[config.mk]
export PLATFORM = sky130hd
export DESIGN_NAME = cfa_ctrl
export DESIGN_NICKNAME = d
export VERILOG_FILES = /design/src/design/cfa_pkg.sv /design/src/design/cfa_ctrl.sv
export VERILOG_INCLUDE_DIRS = /design/src /design/src/design
export SDC_FILE = /design/constraint.sdc
export NUM_CORES = 1
export LEC_CHECK = 0
export BUFFER_PORTS_ARGS = -buffer_cell sky130_fd_sc_hd__buf_2
export CAP_MARGIN = 20
export CORE_UTILIZATION = 43
export CTS_CLUSTER_DIAMETER = 50
export DETAILED_ROUTE_END_ITERATION = 10
export GPL_TIMING_DRIVEN = 0
export PLACE_DENSITY_LB_ADDON = 0.25
export SLEW_MARGIN = 10
export SYNTH_ARGS = -nofsm -noshare
export SYNTH_HDL_FRONTEND = slang
export SYNTH_SLANG_ARGS = --single-unit
[constraint.sdc]
create_clock -name clk -period 1.95 [get_ports clk]
set_clock_uncertainty 0.05 [all_clocks]
set_input_delay 0.2925 -clock clk [delete_from_list [all_inputs] [get_ports clk]]
set_output_delay 0.2925 -clock clk [all_outputs]
set_load 0.03 [all_outputs]
[src/design/contiguous_fit_allocator_defines.svh]
// Assertion macros shared by the allocator modules.
`ifndef CONTIGUOUS_FIT_ALLOCATOR_DEFINES_SVH
`define CONTIGUOUS_FIT_ALLOCATOR_DEFINES_SVH
`ifndef NO_ASSERTIONS
`define CFA_ASSERT_IMPL(label, clk, rst_n, ante, cons) \
  label: assert property (@(posedge clk) disable iff (!rst_n) (ante) |-> (cons)) \
    else $error("assertion failed");
`define CFA_ASSERT_NEXT(label, clk, rst_n, ante, cons) \
  label: assert property (@(posedge clk) disable iff (!rst_n) (ante) |=> (cons)) \
    else $error("assertion failed");
`else
`define CFA_ASSERT_IMPL(label, clk, rst_n, ante, cons)
`define CFA_ASSERT_NEXT(label, clk, rst_n, ante, cons)
`endif
`endif

[src/design/cfa_pkg.sv]
`timescale 1ns / 1ps
package cfa_pkg;
  localparam int MaxSegments = 32;
  localparam int AddrBits    = 20;
  localparam int IdBits      = 16;
  localparam int SizeBits    = AddrBits + 1;
  localparam int IdxBits     = $clog2(MaxSegments);
  localparam int CntBits     = $clog2(MaxSegments + 1);
  localparam logic [SizeBits-1:0] SpaceCap = SizeBits'(1) << AddrBits;

  localparam logic OP_REQUEST = 1'b0;
  localparam logic OP_RELEASE = 1'b1;

  localparam logic [1:0] FIT_FIRST = 2'd0;
  localparam logic [1:0] FIT_BEST  = 2'd1;
  localparam logic [1:0] FIT_WORST = 2'd2;

  localparam logic [2:0] ST_OK        = 3'd0;
  localparam logic [2:0] ST_NO_FIT    = 3'd1;
  localparam logic [2:0] ST_NOT_FOUND = 3'd2;
  localparam logic [2:0] ST_FULL      = 3'd3;
  localparam logic [2:0] ST_ZERO      = 3'd4;

  typedef struct packed {
    logic                op;
    logic [IdBits-1:0]   owner_id;
    logic [SizeBits-1:0] request_size;
    logic [1:0]          fit_mode;
  } in_item_t;

  typedef struct packed {
    logic [2:0]          status;
    logic [AddrBits-1:0] start_address;
  } out_item_t;

  typedef enum logic [3:0] {
    S_IDLE, S_SCAN, S_DECIDE, S_SHIFT, S_SPLIT, S_FREE, S_MERGE, S_CLEAR, S_DONE, S_INIT
  } state_t;

  // Controller to datapath.
  typedef struct packed {
    logic load;
    logic init;
    logic scan_step;
    logic shift_step;
    logic split;
    logic exact;
    logic free_step;
    logic merge_step;
    logic clear_step;
    logic idx_reset;
    logic idx_to_count;
    logic set_status;
    logic [2:0] status;
  } dp_cmd_t;

  // Datapath to controller.
  typedef struct packed {
    logic op;
    logic zero_size;
    logic bad_mode;
    logic idx_end;
    logic first_hit;
    logic picked;
    logic pick_exact;
    logic full;
    logic shift_end;
    logic found;
    logic clear_end;
  } dp_stat_t;
endpackage

[src/design/cfa_ctrl.sv]
`timescale 1ns / 1ps
`include "contiguous_fit_allocator_defines.svh"
module cfa_ctrl import cfa_pkg::*; (
  input  logic     clk,
  input  logic     rst_n,
  input  logic     in_go,
  input  logic     cfg_go,
  input  logic     out_free,
  input  dp_stat_t stat,
  output dp_cmd_t  cmd,
  output logic     busy,
  output logic     out_load
);
  state_t state_r, state_nxt;

  always_ff @(posedge clk) begin
    if (!rst_n) begin
      state_r <= S_IDLE;
    end else begin
      state_r <= state_nxt;
    end
  end

  always_comb begin
    state_nxt = state_r;
    case (state_r)
      S_IDLE: begin
        if (cfg_go) state_nxt = S_INIT;
        else if (in_go) state_nxt = S_SCAN;
      end
      S_INIT: state_nxt = S_IDLE;
      S_SCAN: begin
        if (stat.op == OP_RELEASE) state_nxt = S_FREE;
        else if (stat.zero_size || stat.bad_mode) state_nxt = S_DONE;
        else if (stat.idx_end || stat.first_hit) state_nxt = S_DECIDE;
      end
      S_DECIDE: begin
        if (!stat.picked || stat.pick_exact || stat.full) state_nxt = S_DONE;
        else state_nxt = S_SHIFT;
      end
      S_SHIFT: if (stat.shift_end) state_nxt = S_SPLIT;
      S_SPLIT: state_nxt = S_DONE;
      S_FREE: begin
        if (stat.idx_end) state_nxt = stat.found ? S_MERGE : S_DONE;
      end
      S_MERGE: if (stat.idx_end) state_nxt = S_CLEAR;
      S_CLEAR: if (stat.clear_end) state_nxt = S_DONE;
      S_DONE: if (out_free) state_nxt = S_IDLE;
      default: state_nxt = S_IDLE;
    endcase
  end

  always_comb begin
    cmd = '0;
    out_load = 1'b0;
    busy = (state_r != S_IDLE);
    case (state_r)
      S_IDLE: begin
        cmd.load = in_go && !cfg_go;
        cmd.idx_reset = 1'b1;
      end
      S_INIT: cmd.init = 1'b1;
      S_SCAN: begin
        if (stat.op == OP_RELEASE) begin
          cmd.free_step = 1'b1;
        end else if (stat.zero_size) begin
          cmd.set_status = 1'b1;
          cmd.status = ST_ZERO;
        end else if (stat.bad_mode) begin
          cmd.set_status = 1'b1;
          cmd.status = ST_NO_FIT;
        end else begin
          cmd.scan_step = 1'b1;
        end
      end
      S_DECIDE: begin
        cmd.set_status = 1'b1;
        if (!stat.picked) cmd.status = ST_NO_FIT;
        else if (stat.pick_exact) begin
          cmd.status = ST_OK;
          cmd.exact = 1'b1;
        end else if (stat.full) cmd.status = ST_FULL;
        else begin
          cmd.status = ST_OK;
          cmd.idx_to_count = 1'b1;
        end
      end
      S_SHIFT: cmd.shift_step = 1'b1;
      S_SPLIT: cmd.split = 1'b1;
      S_FREE: begin
        if (stat.idx_end) begin
          cmd.idx_reset = 1'b1;
          cmd.set_status = 1'b1;
          cmd.status = stat.found ? ST_OK : ST_NOT_FOUND;
        end else begin
          cmd.free_step = 1'b1;
        end
      end
      S_MERGE: cmd.merge_step = 1'b1;
      S_CLEAR: cmd.clear_step = 1'b1;
      S_DONE: out_load = out_free;
      default: ;
    endcase
  end

  `CFA_ASSERT_NEXT(a_init_returns, clk, rst_n, state_r == S_INIT, state_r == S_IDLE)
  `CFA_ASSERT_IMPL(a_one_mut, clk, rst_n, 1'b1,
    $countones({cmd.shift_step, cmd.split, cmd.merge_step, cmd.init}) <= 1)
  `CFA_ASSERT_NEXT(a_split_done, clk, rst_n, state_r == S_SPLIT, state_r == S_DONE)
endmodule

==> flow_summary.yaml <==
yosys:
  netlist_instances: 82
  synthDistinctLibCells: 41
  synth_nets: 98
  synthArstFlopShare: 0
  synth_edf_count: 0
  ys_ff_latch: 4
  synthFlopType: "dfxtp_1"
  seq_area_frac_synth: 0.130
  syn-cell-area_um2: 617
  avgSynthCellArea_um2: 7.52
  synth_warnings: 0
worst_setup_path:
  required_ns: 1.61
  crit_chain: "or2_1, buf_6, or2_4, o32ai_2, buf_4"
  cp_max_fo: 5
  crit_type: "reg -> out"
  reg2reg_slack_ns: 0.15
  cp-end-kind: "output pin"
  critPathTopFamily: "simple AND/OR/NAND/NOR gates"
  cpMaxStageDelayCell: "dfxtp_4"
  cp.arrival_ns: 1.63
  crit_buf_inv: 2
  start_kind: "flip-flop"
  slowest_delay_ns: 0.33
power:
  power_leakage_nw: 0.461
  power.density_nw_per_um2: 1260
  worst_ir_drop_vdd_mv: 0.644
global_routing:
  grt_max_degree: 11
  antenna_found_initial: 0
  grt_pass1_wl_um: 2620
  grt_pass1_vias: 651
  overflow: 0
  grt_use_total: 0.243
place:
  place_hpwl_um: 1370
  portBuffers: 32
  place_congestion: 0.820
  dp.cells: 129
  post-place-ws_ns: 0.0809
timing:
  hold_violations: 0
  tns_ns: -0.0400
  worst_pin_slew_ns: 0.445
  fmax_mhz: 507
  min_period_ns: 1.97
  report.final.slew_viol_count: 0
  period_share: 1.01
  worst_slack_ns: -0.0233
  relSlewSlack: 0.703
  hold_ws_ns: 0.254
  finalSetupViolCount: 2
  rsz0062_at_grt: "true"
die:
  die-area_um2: 1590
  core_area_um2: 1320
  die_h_um: 39.9
  io_pins: 33
  initial_core_util: 0.468
  rows: 13
  die_w_um: 39.9
cells_and_area:
  area_growth_pct: 52.3
  finalNonFillerCells: 136
  regMostFlops: "state_r"
  fillerInstances: 117
  nets: 139
  layout_common_cells: "buf_2, buf_4, nor2_1"
  largestRegisters: "state_r (4)"
  finish.utilization: 0.713
  multi_input_area_um2: 543
  diodes: 0
  seqCellArea_um2: 83.8
  drive_above_1_share: 0.521
  layout_commonest_cell: "buf_2"
  largest_register_ffs: 4
clocking:
  root_buffer: "clkbuf_4"
  clkSinkCount: 4
  clk_latency_ns: 0.24
  cts_made_buffers: 3
  cts_tree: "done"
  clk_pin_slew_ns: 0.04
  cts_max_level: 1
  clk_path_buf_depth: 2
hold_path:
  hold_class: "in -> reg"
run:
  cap_violations: 0
status:
  outcome: "complete, but fails checks"
  violations: "setup timing"
route:
  wl_um: 1800
  drt_iter0_drc: 15
  dr_total_vias: 763
  post-route-drc-count: 0
  firstDrtPassIters: 4
  wire_per_inst_um: 13.3
  vias_per_cell: 5.61
  ant_nets: 0
[metrics by stage]
stage	instance area, µm²	total power (W)
after floorplan	648	0.000770
after global placement	827	0.000940
after detailed placement	827	0.000952
after CTS	905	0.00114
after global routing	940	0.00127
final	940	0.00119
[worst paths after layout]
kind | startpoint | endpoint | depth (start not counted)
worst min register to register | state_r[3] | state_r[3] | 3
worst max-delay path | state_r[2] | cmd[1] | 5
worst min-delay path | rst_n | state_r[2] | 2
worst max register to register | state_r[2] | state_r[1] | 6
[power by group]
part	switching [W]	internal (W)	total, W
sequential	0.0000291	0.000114	0.000143
combinational	0.000535	0.000405	0.000940
clock	0.0000352	0.0000689	0.000104
total	0.000599	0.000587	0.00119
[metal layers]
| metal | vias to the layer above | track usage | routed length (µm) |
|---|---|---|---|
| met4 | 0 | 0.0172 | 0 |
| met1 | 349 | 0.291 | 816 |
| li1 | 385 | - | - |
| met5 | - | 0 | 0 |
| met3 | 0 | 0.0739 | 100 |
| met2 | 29 | 0.431 | 884 |
[cell usage after synthesis, types with 2 or more instances]
master    number  area, µm²
nor3b_1        2       15.0
nor2b_1        2       12.5
xor2_1         2       17.5
nor2_1         9       33.8
a21oi_1        2       10.0
nand2b_1       5       31.3
buf_2          4       20.0
nand2_1        2       7.51
nor3_1         5       25.0
nand3b_1       3       22.5
o221a_1        2       22.5
o21ai_0        5       25.0
dfxtp_1        4       80.1
or3_1          4       25.0
inv_1          4       15.0
nor3_4         2       32.5
[logic make-up after synthesis]
logic type	share of synthesized area
AND/OR/NAND/NOR	0.448
multiplexers	0.0162
XOR/XNOR	0.0284
flip-flops	0.130
AO/OA/AOI/OAI	0.290
buffers and inverters	0.0872
[repair_timing]
action	in CTS	in global routing
pin swaps	0	2
hold buffers	0	0
gates resized for setup	9	14
setup buffers	3	1
endpoints found under the setup margin	5	6
[final cells by class]
type | count | area share
Clock buffer | 3 | 0.0240
Sequential cell | 4 | 0.0892
Tap cell | 15 | 0.0200
Multi-Input combinational cell | 68 | 0.578
Timing Repair Buffer | 36 | 0.226
Inverter | 4 | 0.0160
Buffer | 6 | 0.0466
[worst reg2reg max path, cell delays in order, from the launching register on]
cell and delay, ns:
dfxtp_4 0.33, or2_1 0.23, buf_6 0.14, buf_4 0.14
o311ai_2 0.43, nor2_1 0.12, o221a_1 0.26
Note: power is estimated with default switching activity, not from simulation.
